<file path="src/rtl/rgbcc_pkg.sv">
`default_nettype none
// ----------------------------------------------------------------------------
// RGB color correction package
// Shared types, register indexes and helper functions.
// ----------------------------------------------------------------------------
package rgbcc_pkg;

	localparam int unsigned GAIN_FRAC_BITS = 16;
	localparam int unsigned NUM_CH         = 3;
	localparam int unsigned CFG_W          = 9;
	localparam int unsigned IDX_W          = 3;

	typedef logic [7:0]           chan_t;
	typedef logic signed [CFG_W-1:0] level_t;
	typedef logic [IDX_W-1:0]     reg_idx_t;

	localparam reg_idx_t REG_BRIGHTNESS = 3'd0;
	localparam reg_idx_t REG_CONTRAST   = 3'd1;
	localparam reg_idx_t REG_SATURATION = 3'd2;
	localparam reg_idx_t REG_RED_OFS    = 3'd3;
	localparam reg_idx_t REG_GREEN_OFS  = 3'd4;
	localparam reg_idx_t REG_BLUE_OFS   = 3'd5;

	typedef struct packed {
		logic [8:0] sum;
		logic       gray;
	} sat_ctl_t;

	// -256 is taken as -255
	function automatic level_t sat_level(level_t v);
		if (v == level_t'(9'h100)) begin
			return level_t'(9'h101);
		end
		return v;
	endfunction

	function automatic chan_t clamp_u8(logic signed [10:0] v);
		if (v < 11'sd0) begin
			return 8'd0;
		end else if (v > 11'sd255) begin
			return 8'd255;
		end
		return v[7:0];
	endfunction

endpackage
`default_nettype wire

</file>
<file path="src/rtl/rgbcc_gain_div.sv">
`default_nettype none
// ----------------------------------------------------------------------------
// Gain unit
// Recomputes contrast gain after a level write on a restoring divider, one
// quotient bit per cycle; saturation scale by reciprocal multiplication by
// 1/255; split, product fraction and scale are registered in turn.
// ----------------------------------------------------------------------------
module rgbcc_gain_div import rgbcc_pkg::*; #(
	parameter int unsigned GAIN_FRACTION_BITS = GAIN_FRAC_BITS
) (
	input  wire logic                              clk,
	input  wire logic                              arst_n,
	input  wire logic                              wr_en,
	input  wire reg_idx_t                          wr_index,
	input  wire level_t                            contrast_level,
	input  wire level_t                            saturation_level,
	output logic [GAIN_FRACTION_BITS+7:0]          contrast_gain,
	output logic signed [GAIN_FRACTION_BITS+3:0]   sat_scale,
	output logic                                   busy
);

	localparam int unsigned F        = GAIN_FRACTION_BITS;
	localparam int unsigned DW       = F + 18;
	localparam int unsigned CNT_W    = $clog2(DW + 1);
	localparam int unsigned CGW      = F + 8;
	localparam int unsigned SKW      = F + 4;
	localparam logic [31:0] RECIP_255 = 32'h80808081;
	localparam int unsigned RECIP_SH = 39;

	typedef enum logic [1:0] {
		ST_IDLE = 2'b01,
		ST_RUN  = 2'b10
	} state_t;

	state_t           state_q;
	logic             c_pend_q;
	logic             s_pend_q;
	logic [1:0]       s_vld_q;
	logic             neg_q;
	logic [2:0]       s_hi_q;
	logic [7:0]       s_rem_q;
	logic [F-1:0]     s_lo_q;
	logic [CNT_W-1:0] cnt_q;
	logic [DW-1:0]    dvd_q;
	logic [16:0]      rem_q;
	logic [16:0]      den_q;
	logic [CGW-1:0]   gain_q;
	logic signed [SKW-1:0] scale_q;

	level_t           c_sat;
	logic signed [9:0] c_ext;
	logic [9:0]       c_plus;
	logic [9:0]       c_minus;
	logic [17:0]      c_num;
	logic [16:0]      c_den;
	logic [DW-1:0]    c_dvd;
	level_t           s_sat;
	logic signed [10:0] s_num;
	logic [10:0]      s_mag;
	logic [2:0]       s_hi;
	logic [7:0]       s_rem;
	logic [31:0]      s_x;
	logic [63:0]      s_prod;

	logic             load_c;
	logic             load_s;
	logic [17:0]      trial;
	logic             qbit;
	logic [16:0]      rem_next;
	logic [DW-1:0]    q_next;
	logic [SKW-1:0]   k_mag;

	assign c_sat   = sat_level(contrast_level);
	assign c_ext   = {c_sat[8], c_sat};
	assign c_plus  = c_ext + 10'sd255;
	assign c_minus = 10'sd259 - c_ext;
	assign c_num   = 18'(c_plus[8:0]) * 18'd259;
	assign c_den   = 17'(c_minus) * 17'd255;
	assign c_dvd   = (DW'(c_num) << F) + DW'(c_den[16:1]);

	assign s_sat   = sat_level(saturation_level);
	assign s_num   = {{2{s_sat[8]}}, s_sat} * 11'sd3 + 11'sd255;
	assign s_mag   = s_num[10] ? 11'(-s_num) : 11'(s_num);

	// split |255+3s| into whole multiples of 255 and a remainder
	always_comb begin
		if (s_mag >= 11'd1020) begin
			s_hi  = 3'd4;
			s_rem = 8'(s_mag - 11'd1020);
		end else if (s_mag >= 11'd765) begin
			s_hi  = 3'd3;
			s_rem = 8'(s_mag - 11'd765);
		end else if (s_mag >= 11'd510) begin
			s_hi  = 3'd2;
			s_rem = 8'(s_mag - 11'd510);
		end else if (s_mag >= 11'd255) begin
			s_hi  = 3'd1;
			s_rem = 8'(s_mag - 11'd255);
		end else begin
			s_hi  = 3'd0;
			s_rem = 8'(s_mag);
		end
	end

	assign s_x    = 32'({s_rem_q, {F{1'b0}}}) + 32'd127;
	assign s_prod = 64'(s_x) * 64'(RECIP_255);
	assign k_mag  = (SKW'(s_hi_q) << F) + SKW'(s_lo_q);

	assign load_c  = (state_q == ST_IDLE) && c_pend_q;
	assign load_s  = s_pend_q && (s_vld_q == 2'b00);

	assign trial    = {rem_q, dvd_q[DW-1]};
	assign qbit     = (trial >= {1'b0, den_q});
	assign rem_next = qbit ? 17'(trial - {1'b0, den_q}) : trial[16:0];
	assign q_next   = {dvd_q[DW-2:0], qbit};

	always_ff @(posedge clk or negedge arst_n) begin
		if (!arst_n) begin
			state_q  <= ST_IDLE;
			c_pend_q <= 1'b0;
			s_pend_q <= 1'b0;
			s_vld_q  <= '0;
			cnt_q    <= '0;
			gain_q   <= CGW'(1) << F;
			scale_q  <= $signed(SKW'(1) << F);
		end else begin
			c_pend_q <= (c_pend_q && !load_c) || (wr_en && wr_index == REG_CONTRAST);
			s_pend_q <= (s_pend_q && !load_s) || (wr_en && wr_index == REG_SATURATION);
			s_vld_q  <= {s_vld_q[0], load_s};
			if (s_vld_q[1]) begin
				scale_q <= neg_q ? $signed(-k_mag) : $signed(k_mag);
			end
			case (state_q)
				ST_IDLE: begin
					if (load_c) begin
						state_q <= ST_RUN;
						cnt_q   <= CNT_W'(DW);
					end
				end
				ST_RUN: begin
					cnt_q <= cnt_q - CNT_W'(1);
					if (cnt_q == CNT_W'(1)) begin
						state_q <= ST_IDLE;
						gain_q  <= q_next[CGW-1:0];
					end
				end
				default: begin
					state_q <= ST_IDLE;
				end
			endcase
		end
	end

	always_ff @(posedge clk) begin
		if (load_c) begin
			dvd_q <= c_dvd;
			rem_q <= '0;
			den_q <= c_den;
		end else if (state_q == ST_RUN) begin
			dvd_q <= q_next;
			rem_q <= rem_next;
		end
		if (load_s) begin
			neg_q   <= s_num[10];
			s_hi_q  <= s_hi;
			s_rem_q <= s_rem;
		end
		if (s_vld_q[0]) begin
			s_lo_q <= s_prod[RECIP_SH +: F];
		end
	end

	assign contrast_gain = gain_q;
	assign sat_scale     = scale_q;
	assign busy          = (state_q == ST_RUN) || c_pend_q || s_pend_q || (s_vld_q != 2'b00);

endmodule
`default_nettype wire

</file>
<file path="src/rtl/rgbcc_lane_pre.sv">
`default_nettype none
// ----------------------------------------------------------------------------
// Front lane
// Brightness offset and contrast gain for one channel, three stages.
// ----------------------------------------------------------------------------
module rgbcc_lane_pre import rgbcc_pkg::*; #(
	parameter int unsigned GAIN_FRACTION_BITS = GAIN_FRAC_BITS
) (
	input  wire logic                         clk,
	input  wire chan_t                        pix,
	input  wire level_t                       brightness,
	input  wire level_t                       contrast_level,
	input  wire logic [GAIN_FRACTION_BITS+7:0] contrast_gain,
	output chan_t                             ch_s3
);

	localparam int unsigned F  = GAIN_FRACTION_BITS;
	localparam int unsigned PW = F + 19;
	localparam logic signed [PW-1:0] MID = PW'(128) << F;

	chan_t                 b_s1;
	chan_t                 ch_s2;
	logic signed [PW-1:0]  prod_s2;
	logic signed [9:0]     diff;
	logic signed [PW-1:0]  cv;
	logic signed [PW-1:0]  cs;
	chan_t                 c_res;

	assign diff = $signed({2'b00, b_s1}) - 10'sd128;
	assign cv   = prod_s2 + MID;
	assign cs   = cv >>> F;

	always_comb begin
		if (contrast_level == '0) begin
			c_res = ch_s2;
		end else if (cv < 0) begin
			c_res = 8'd0;
		end else if (cs > $signed(PW'(255))) begin
			c_res = 8'd255;
		end else begin
			c_res = cs[7:0];
		end
	end

	always_ff @(posedge clk) begin
		b_s1    <= clamp_u8($signed({3'b000, pix}) + {{2{brightness[8]}}, brightness});
		ch_s2   <= b_s1;
		prod_s2 <= PW'($signed({1'b0, contrast_gain})) * PW'(diff);
		ch_s3   <= c_res;
	end

endmodule
`default_nettype wire

</file>
<file path="src/rtl/rgbcc_merge.sv">
`default_nettype none
// ----------------------------------------------------------------------------
// Lane merge
// Max/min over the three lanes; midpoint sum and gray decision.
// ----------------------------------------------------------------------------
module rgbcc_merge import rgbcc_pkg::*; (
	input  wire logic   clk,
	input  wire chan_t  ch [NUM_CH],
	input  wire level_t saturation_level,
	output chan_t       ch_s4 [NUM_CH],
	output sat_ctl_t    ctl_s4
);

	chan_t              mx;
	chan_t              mn;
	level_t             s_sat;
	logic signed [10:0] spread;

	always_comb begin
		mx = ch[0];
		mn = ch[0];
		for (int i = 1; i < NUM_CH; i++) begin
			if (ch[i] > mx) begin
				mx = ch[i];
			end
			if (ch[i] < mn) begin
				mn = ch[i];
			end
		end
	end

	assign s_sat  = sat_level(saturation_level);
	assign spread = $signed({3'b000, mx}) - $signed({3'b000, mn})
		+ {{2{s_sat[8]}}, s_sat};

	always_ff @(posedge clk) begin
		ch_s4       <= ch;
		ctl_s4.sum  <= {1'b0, mx} + {1'b0, mn};
		ctl_s4.gray <= (spread <= 11'sd0);
	end

endmodule
`default_nettype wire

</file>
<file path="src/rtl/rgbcc_lane_post.sv">
`default_nettype none
// ----------------------------------------------------------------------------
// Back lane
// Saturation scaling around the midpoint and final channel offset.
// ----------------------------------------------------------------------------
module rgbcc_lane_post import rgbcc_pkg::*; #(
	parameter int unsigned GAIN_FRACTION_BITS = GAIN_FRAC_BITS
) (
	input  wire logic                                clk,
	input  wire chan_t                               ch,
	input  wire sat_ctl_t                            ctl,
	input  wire level_t                              saturation_level,
	input  wire logic signed [GAIN_FRACTION_BITS+3:0] sat_scale,
	input  wire level_t                              offset,
	output chan_t                                    out_s7
);

	localparam int unsigned F  = GAIN_FRACTION_BITS;
	localparam int unsigned PW = F + 15;
	localparam int unsigned VW = F + 16;

	logic signed [10:0]    d;
	logic signed [PW-1:0]  prod_s5;
	sat_ctl_t              ctl_s5;
	chan_t                 ch_s5;
	chan_t                 sat_s6;
	logic signed [VW-1:0]  sum_fx;
	logic signed [VW-1:0]  v;
	logic signed [VW-1:0]  vs;
	chan_t                 s_res;

	assign d      = $signed({2'b00, ch, 1'b0}) - $signed({2'b00, ctl.sum});
	assign sum_fx = $signed({{(VW-9-F){1'b0}}, ctl_s5.sum, {F{1'b0}}});
	assign v      = sum_fx + VW'(prod_s5);
	assign vs     = v >>> (F + 1);

	always_comb begin
		if (saturation_level == '0) begin
			s_res = ch_s5;
		end else if (ctl_s5.gray) begin
			s_res = ctl_s5.sum[8:1];
		end else if (v < 0) begin
			s_res = 8'd0;
		end else if (vs > $signed(VW'(255))) begin
			s_res = 8'd255;
		end else begin
			s_res = vs[7:0];
		end
	end

	always_ff @(posedge clk) begin
		prod_s5 <= PW'(sat_scale) * PW'(d);
		ctl_s5  <= ctl;
		ch_s5   <= ch;
		sat_s6  <= s_res;
		out_s7  <= clamp_u8($signed({3'b000, sat_s6}) + {{2{offset[8]}}, offset});
	end

endmodule
`default_nettype wire

</file>
<file path="src/rtl/rgb_color_correction_pipeline.sv">
`default_nettype none
// ----------------------------------------------------------------------------
// RGB color correction pipeline
// Brightness, contrast, saturation and per-channel offset on 8-bit RGB.
//
//   port group        direction  handshake
//   start/red,grn,blu in         taken when start && !busy
//   done/red,grn,blu  out        one-cycle strobe, no backpressure
//   wr_en/index/data  in         written on every edge with wr_en
//
// One pixel per clock while busy is low; it passes the front lanes, merge and
// back lanes to done. After a contrast write busy holds while the bit-serial
// divider runs, after a saturation write until the new scale is registered.
// Reset zeroes levels and valid bits, gains to 1.0; no data clearing pass.
// ----------------------------------------------------------------------------
module rgb_color_correction_pipeline import rgbcc_pkg::*; #(
	parameter int unsigned GAIN_FRACTION_BITS = GAIN_FRAC_BITS
) (
	input  wire logic             clk,
	input  wire logic             arst_n,
	input  wire logic             start,
	output logic                  busy,
	input  wire logic [7:0]       red_in,
	input  wire logic [7:0]       green_in,
	input  wire logic [7:0]       blue_in,
	output logic                  done,
	output logic [7:0]            red_out,
	output logic [7:0]            green_out,
	output logic [7:0]            blue_out,
	input  wire logic             wr_en,
	input  wire logic [IDX_W-1:0] wr_index,
	input  wire logic [CFG_W-1:0] wr_data
);

	localparam int unsigned F = GAIN_FRACTION_BITS;

	level_t bri_q;
	level_t con_q;
	level_t sat_q;
	level_t ofs_q [NUM_CH];

	logic [6:0]            vld_q;
	logic [F+7:0]          contrast_gain;
	logic signed [F+3:0]   sat_scale;

	chan_t    pix_in [NUM_CH];
	chan_t    pre_s3 [NUM_CH];
	chan_t    mrg_s4 [NUM_CH];
	sat_ctl_t ctl_s4;
	chan_t    post_s7 [NUM_CH];

	always_ff @(posedge clk or negedge arst_n) begin
		if (!arst_n) begin
			bri_q <= '0;
			con_q <= '0;
			sat_q <= '0;
			for (int i = 0; i < NUM_CH; i++) begin
				ofs_q[i] <= '0;
			end
		end else if (wr_en) begin
			case (reg_idx_t'(wr_index))
				REG_BRIGHTNESS: bri_q    <= level_t'(wr_data);
				REG_CONTRAST:   con_q    <= level_t'(wr_data);
				REG_SATURATION: sat_q    <= level_t'(wr_data);
				REG_RED_OFS:    ofs_q[0] <= level_t'(wr_data);
				REG_GREEN_OFS:  ofs_q[1] <= level_t'(wr_data);
				REG_BLUE_OFS:   ofs_q[2] <= level_t'(wr_data);
				default: begin
				end
			endcase
		end
	end

	always_ff @(posedge clk or negedge arst_n) begin
		if (!arst_n) begin
			vld_q <= '0;
		end else begin
			vld_q <= {vld_q[5:0], start && !busy};
		end
	end

	rgbcc_gain_div #(
		.GAIN_FRACTION_BITS(F)
	) u_div (
		.clk              (clk),
		.arst_n           (arst_n),
		.wr_en            (wr_en),
		.wr_index         (reg_idx_t'(wr_index)),
		.contrast_level   (con_q),
		.saturation_level (sat_q),
		.contrast_gain    (contrast_gain),
		.sat_scale        (sat_scale),
		.busy             (busy)
	);

	assign pix_in[0] = red_in;
	assign pix_in[1] = green_in;
	assign pix_in[2] = blue_in;

	for (genvar g = 0; g < NUM_CH; g++) begin : g_pre
		rgbcc_lane_pre #(
			.GAIN_FRACTION_BITS(F)
		) u_pre (
			.clk            (clk),
			.pix            (pix_in[g]),
			.brightness     (bri_q),
			.contrast_level (con_q),
			.contrast_gain  (contrast_gain),
			.ch_s3          (pre_s3[g])
		);
	end

	rgbcc_merge u_merge (
		.clk              (clk),
		.ch               (pre_s3),
		.saturation_level (sat_q),
		.ch_s4            (mrg_s4),
		.ctl_s4           (ctl_s4)
	);

	for (genvar g = 0; g < NUM_CH; g++) begin : g_post
		rgbcc_lane_post #(
			.GAIN_FRACTION_BITS(F)
		) u_post (
			.clk              (clk),
			.ch               (mrg_s4[g]),
			.ctl              (ctl_s4),
			.saturation_level (sat_q),
			.sat_scale        (sat_scale),
			.offset           (ofs_q[g]),
			.out_s7           (post_s7[g])
		);
	end

	assign done      = vld_q[6];
	assign red_out   = post_s7[0];
	assign green_out = post_s7[1];
	assign blue_out  = post_s7[2];

endmodule
`default_nettype wire
</file>
<file path="config.mk">
export PLATFORM = sky130hd
export DESIGN_NAME = rgb_color_correction_pipeline
export DESIGN_NICKNAME = d
export VERILOG_FILES = /design/src/rtl/rgbcc_pkg.sv /design/src/rtl/rgbcc_gain_div.sv /design/src/rtl/rgbcc_lane_pre.sv /design/src/rtl/rgbcc_merge.sv /design/src/rtl/rgbcc_lane_post.sv /design/src/rtl/rgb_color_correction_pipeline.sv
export SDC_FILE = /design/constraint.sdc
export NUM_CORES = 2
export LEC_CHECK = 0
export CORE_AREA = 2 2 432 434
export CTS_CLUSTER_DIAMETER = 120
export DETAILED_ROUTE_END_ITERATION = 6
export DIE_AREA = 0 0 434 436
export DONT_BUFFER_PORTS = 1
export HOLD_SLACK_MARGIN = 0.12
export PLACE_DENSITY = 0.59
export SETUP_SLACK_MARGIN = 0.02
export SKIP_LAST_GASP = 1
export SLEW_MARGIN = 40
export SYNTH_ARGS = -nofsm -noshare
export SYNTH_HDL_FRONTEND = slang
export SYNTH_SLANG_ARGS = --single-unit
</file>
<file path="constraint.sdc">
create_clock -name clk -period 8 [get_ports clk]
set_input_delay 1.6 -clock clk [delete_from_list [all_inputs] [get_ports clk]]
set_output_delay 1.6 -clock clk [all_outputs]
set_load 0.1 [all_outputs]
</file>
==> results.md <==
- Outcome: finished clean
- Global route overflow: 0
- Number of design rule violations left after detail routing: 0
- Count of pins on the block boundary: 66
- Global-route wire length before repair: 277000 um
- Slew at the pin closest to its max-slew limit: 0.943 ns
- Pins over their slew limit: 0
- Filler Cell Count: 18500
- Insertion delay of the later-clocked pin in the worst-skew pair: 0.68 ns
- Total wire length after detailed routing: 169000 um
- Share of flip-flops with an asynchronous set or reset after synthesis: 23.5%
- Vias in the first global route: 50400
- Synthesized area divided by synthesized cell count: 9.37 sq um
- Shortest clock period the worst path allows after layout: 7.64 ns
- Required arrival time at the worst endpoint: 8.52 ns
- TritonCTS sink count: 497
- FF+latch count, synth: 497
- Maximum number of pins on one net before global-route repair: 118
- Distinct cell type count of the synthesized netlist: 94
- Number of enable flip-flop cells after synthesis: 79
- RSZ-0062 raised after global routing: yes
- Clock tree skew after final layout: 0.0500 ns
- Detailed-route via count: 47000
- Nets@finish: 8779
- Cell Area, Synth: 66100 sq um
- Setup TNS: 0 ns
- Final setup violation count: 0
- Launch point of the worst reg-to-reg path: u_merge.ctl_s4[2]
- Most prevalent standard cell on the critical path: sky130_fd_sc_hd__fa_1
- Starting utilization of the core area: 35.8%
- Die height: 436 um
- Crit-path max FO: 16
- Core Region: 185000 sq um
- Number of iterations in the first detailed-routing pass: 6
- Layout overhead on the synthesized area: 8.35%
- Hold Path End: g_post[2].u_post.ctl_s5[0]
- Worst-path cell with the longest stage delay: sky130_fd_sc_hd__fa_1
- Row Count: 158
- Die outline area: 189000 sq um
- Total of max-cap violations: 0
- Nature of the critical path endpoint: register
- Peak clock frequency supported by timing: 0.131 GHz
- Clock root cell: sky130_fd_sc_hd__clkbuf_16
- Endpoint arrival time on the critical path: 8.16 ns
- DRC violation total after the first TritonRoute iteration: 2443
- Type of the setup path with the least slack: reg2reg
- Weighted congestion reported at the end of routability-driven placement: 0.903
- Final HPWL DP: 136000 um
- Startpoint of the worst hold path: u_merge.ctl_s4[0]
- Share of layout cells above drive strength 1: 8.21%
- Longest Clk Path Bufs: 3
- Worst rel slew slack: 37.1%
- Number of cells traversed by the worst register-to-register path: 32
- Class of the tightest hold or removal check: reg2reg
- Number of antenna violations at the first check in global routing: 4
- Share of the yosys chip area belonging to registers: 17.1%
- Port bufs: 0
- Ys Warns: 0
- Maximum level of the CTS H-tree: 2
- Nets in the synthesized netlist: 8866
- Number of hold buffers added after CTS: 0
- Kind of start point of the critical path: register
- Routed len/inst: 17.8 um
- Chip width: 434 um
- CP max stage delay: 0.50 ns
- Ys flop type: sky130_fd_sc_hd__dfxtp_1
- Reg-to-reg slack, setup: 0.36 ns
- Aggregate global-route resource usage: 18.4%
- Instance count along the most critical hold path: 0
- Clock tree from TritonCTS: built
- Number of hold violations in the final report: 0
- Vias/cell: 4.94
- Register clock-pin slew on the reported worst setup and hold paths: 0.07 ns
- Gate Count Post-Synth: 7053
- Final worst path period share: 95.5%
- Number of clock buffers inserted by TritonCTS: 57
- Antenna Violating Nets Remaining: 0
- Capture point of the worst reg-to-reg path: g_post[0].u_post.prod_s5[28]
## cell usage after synthesis, types with 11 or more instances
cell	number	area, sq um
sky130_fd_sc_hd__inv_1	1246	4680
sky130_fd_sc_hd__fa_1	1029	20600
sky130_fd_sc_hd__nand2_1	842	3160
sky130_fd_sc_hd__ha_1	744	9310
sky130_fd_sc_hd__and2_1	476	2980
sky130_fd_sc_hd__dfxtp_1	301	6030
sky130_fd_sc_hd__clkbuf_1	294	1100
sky130_fd_sc_hd__nor2_1	244	916
sky130_fd_sc_hd__a21oi_1	206	1030
sky130_fd_sc_hd__xnor2_1	205	1800
sky130_fd_sc_hd__o21ai_0	177	886
sky130_fd_sc_hd__dfrtp_1	114	2850
sky130_fd_sc_hd__or2_2	102	638
sky130_fd_sc_hd__mux2_2	92	1040
sky130_fd_sc_hd__a21o_1	85	638
sky130_fd_sc_hd__xor2_1	84	736
sky130_fd_sc_hd__edfxtp_1	79	2370
sky130_fd_sc_hd__o21a_1	71	533
sky130_fd_sc_hd__o21bai_1	65	488
sky130_fd_sc_hd__nor3_1	61	305
sky130_fd_sc_hd__nand3_1	53	265
sky130_fd_sc_hd__nor2b_1	44	275
sky130_fd_sc_hd__a31oi_1	37	231
sky130_fd_sc_hd__nand4_1	32	200
sky130_fd_sc_hd__mux2i_1	31	310
sky130_fd_sc_hd__nand2b_1	28	175
sky130_fd_sc_hd__o22ai_1	26	163
sky130_fd_sc_hd__and3_1	23	144
sky130_fd_sc_hd__o31ai_1	22	165
sky130_fd_sc_hd__o211ai_1	21	158
sky130_fd_sc_hd__nor4_1	14	87.6
sky130_fd_sc_hd__a211oi_1	11	82.6
sky130_fd_sc_hd__a21boi_0	11	82.6
sky130_fd_sc_hd__or3_1	11	68.8
## worst max-delay path, delay by kind of cell (launching register included)
family	cells	cell delay, ns
compound gates	12	2.04
flops	1	0.33
xor+xnor	1	0.13
simple gates	5	1.16
fa+ha+maj	7	3.02
buf+inv	7	0.81
## flip-flops by register name, summed over array words and instances (netlist names), 10 cells and up
| signal | count |
|---|---|
| ofs_q | 27 |
| g_pre.u_pre.b_s1 | 24 |
| g_post.u_post.ch_s5 | 24 |
| u_div.sat_scale | 20 |
| u_merge.ch_s4 | 24 |
| u_div.dvd_q | 34 |
| g_post.u_post.out_s7 | 24 |
| u_div.den_q | 17 |
| g_post.u_post.ctl_s5 | 10 |
| u_merge.ctl_s4 | 10 |
| u_div.contrast_gain | 24 |
| g_post.u_post.sat_s6 | 24 |
| g_pre.u_pre.prod_s2 | 54 |
| u_div.s_lo_q | 16 |
| g_pre.u_pre.ch_s2 | 24 |
| u_div.rem_q | 17 |
| g_post.u_post.prod_s5 | 42 |
| g_pre.u_pre.ch_s3 | 24 |
## per-stage QoR
| stage | area (sq um) | util [%] | setup WS [ns] | hold slack, ns | cells |
|---|---|---|---|---|---|
| final | 71600 | 38.8 | 0.357 | 0.332 | 9500 |
| after global routing | 71600 | 38.8 | -0.0498 | 0.338 | 9499 |
| after CTS | 71300 | 38.6 | 0.0111 | 0.331 | 9485 |
| after detailed placement | 69300 | 37.5 | -0.0562 | 0.321 | 9377 |
| after global placement | 69200 | 37.5 | 0.136 | 0.315 | 9376 |
| after floorplan | 66100 | - | 0.724 | 0.310 | 7053 |
## cells in the final DEF, fill, tap and decap left out, types with 21 or more instances in the layout
cell type,Yosys,layout
sky130_fd_sc_hd__inv_1,1246,1245
sky130_fd_sc_hd__fa_1,1029,1029
sky130_fd_sc_hd__nand2_1,842,842
sky130_fd_sc_hd__ha_1,744,744
sky130_fd_sc_hd__and2_1,476,476
sky130_fd_sc_hd__dfxtp_1,301,276
sky130_fd_sc_hd__nor2_1,244,242
sky130_fd_sc_hd__xnor2_1,205,199
sky130_fd_sc_hd__a21oi_1,206,195
sky130_fd_sc_hd__o21ai_0,177,171
sky130_fd_sc_hd__buf_4,0,160
sky130_fd_sc_hd__dfrtp_1,114,102
sky130_fd_sc_hd__or2_2,102,101
sky130_fd_sc_hd__mux2_2,92,92
sky130_fd_sc_hd__xor2_1,84,84
sky130_fd_sc_hd__a21o_1,85,83
sky130_fd_sc_hd__edfxtp_1,79,79
sky130_fd_sc_hd__o21a_1,71,71
sky130_fd_sc_hd__o21bai_1,65,65
sky130_fd_sc_hd__clkbuf_16,0,62
sky130_fd_sc_hd__nor3_1,61,60
sky130_fd_sc_hd__nand3_1,53,52
sky130_fd_sc_hd__nor2b_1,44,44
sky130_fd_sc_hd__a31oi_1,37,35
sky130_fd_sc_hd__nand4_1,32,32
sky130_fd_sc_hd__mux2i_1,31,31
sky130_fd_sc_hd__nand2b_1,28,27
sky130_fd_sc_hd__o22ai_1,26,26
sky130_fd_sc_hd__dfxtp_2,0,25
sky130_fd_sc_hd__and3_1,23,23
sky130_fd_sc_hd__o211ai_1,21,21
## metal layers
layer,wire [um],global-route usage [%],up-vias
li1,-,-,22000
met1,72600,23.7,23700
met5,0,0,-
met2,82400,31.6,1002
met3,7030,1.97,263
met4,6880,6.59,0
## kinds of logic after synthesis
group | Yosys count | synth area share [%]
fa+ha+maj | 1773 | 45.3
xor+xnor | 291 | 3.88
buf+inv | 1557 | 8.88
flops | 497 | 17.1
mux | 124 | 2.06
simple gates | 1975 | 14.5
compound gates | 836 | 8.24
## area by class of cell
cell class | instances | area, sq um | area share, %
repair buffers | 162 | 1230 | 1.72
multi-input cells | 5000 | 49200 | 68.7
inverters | 1248 | 4690 | 6.55
flip-flops and latches | 497 | 11400 | 15.9
diodes | 5 | 12.5 | 0.0175
well taps | 2480 | 3100 | 4.33
clock buffers | 72 | 1640 | 2.29
clock inverters | 36 | 367 | 0.512
## worst max path at each step
stage | start | end | slack [ns] | cells after the start
floorplan | u_merge.ctl_s4[1] | g_post[2].u_post.prod_s5[29] | 0.72 | 29
global placement | u_merge.ctl_s4[2] | g_post[0].u_post.prod_s5[29] | 0.14 | 31
detailed placement | u_merge.ctl_s4[2] | g_post[0].u_post.prod_s5[29] | -0.06 | 31
CTS | u_merge.ctl_s4[2] | g_post[0].u_post.prod_s5[29] | 0.01 | 31
global route | u_merge.ctl_s4[1] | g_post[2].u_post.prod_s5[29] | -0.05 | 29
finish | u_merge.ctl_s4[2] | g_post[0].u_post.prod_s5[28] | 0.36 | 32
## what timing repair did
item / in CTS / in global routing
gates resized for setup: 3 / 28
pin swaps: 0 / 11
setup buffers: 0 / 8
endpoints found under the setup margin: 2 / 24
cloned: 0 / 1
Power is not shown: default switching activity piles up to over one toggle a cycle in this logic, so the estimate is an artifact.
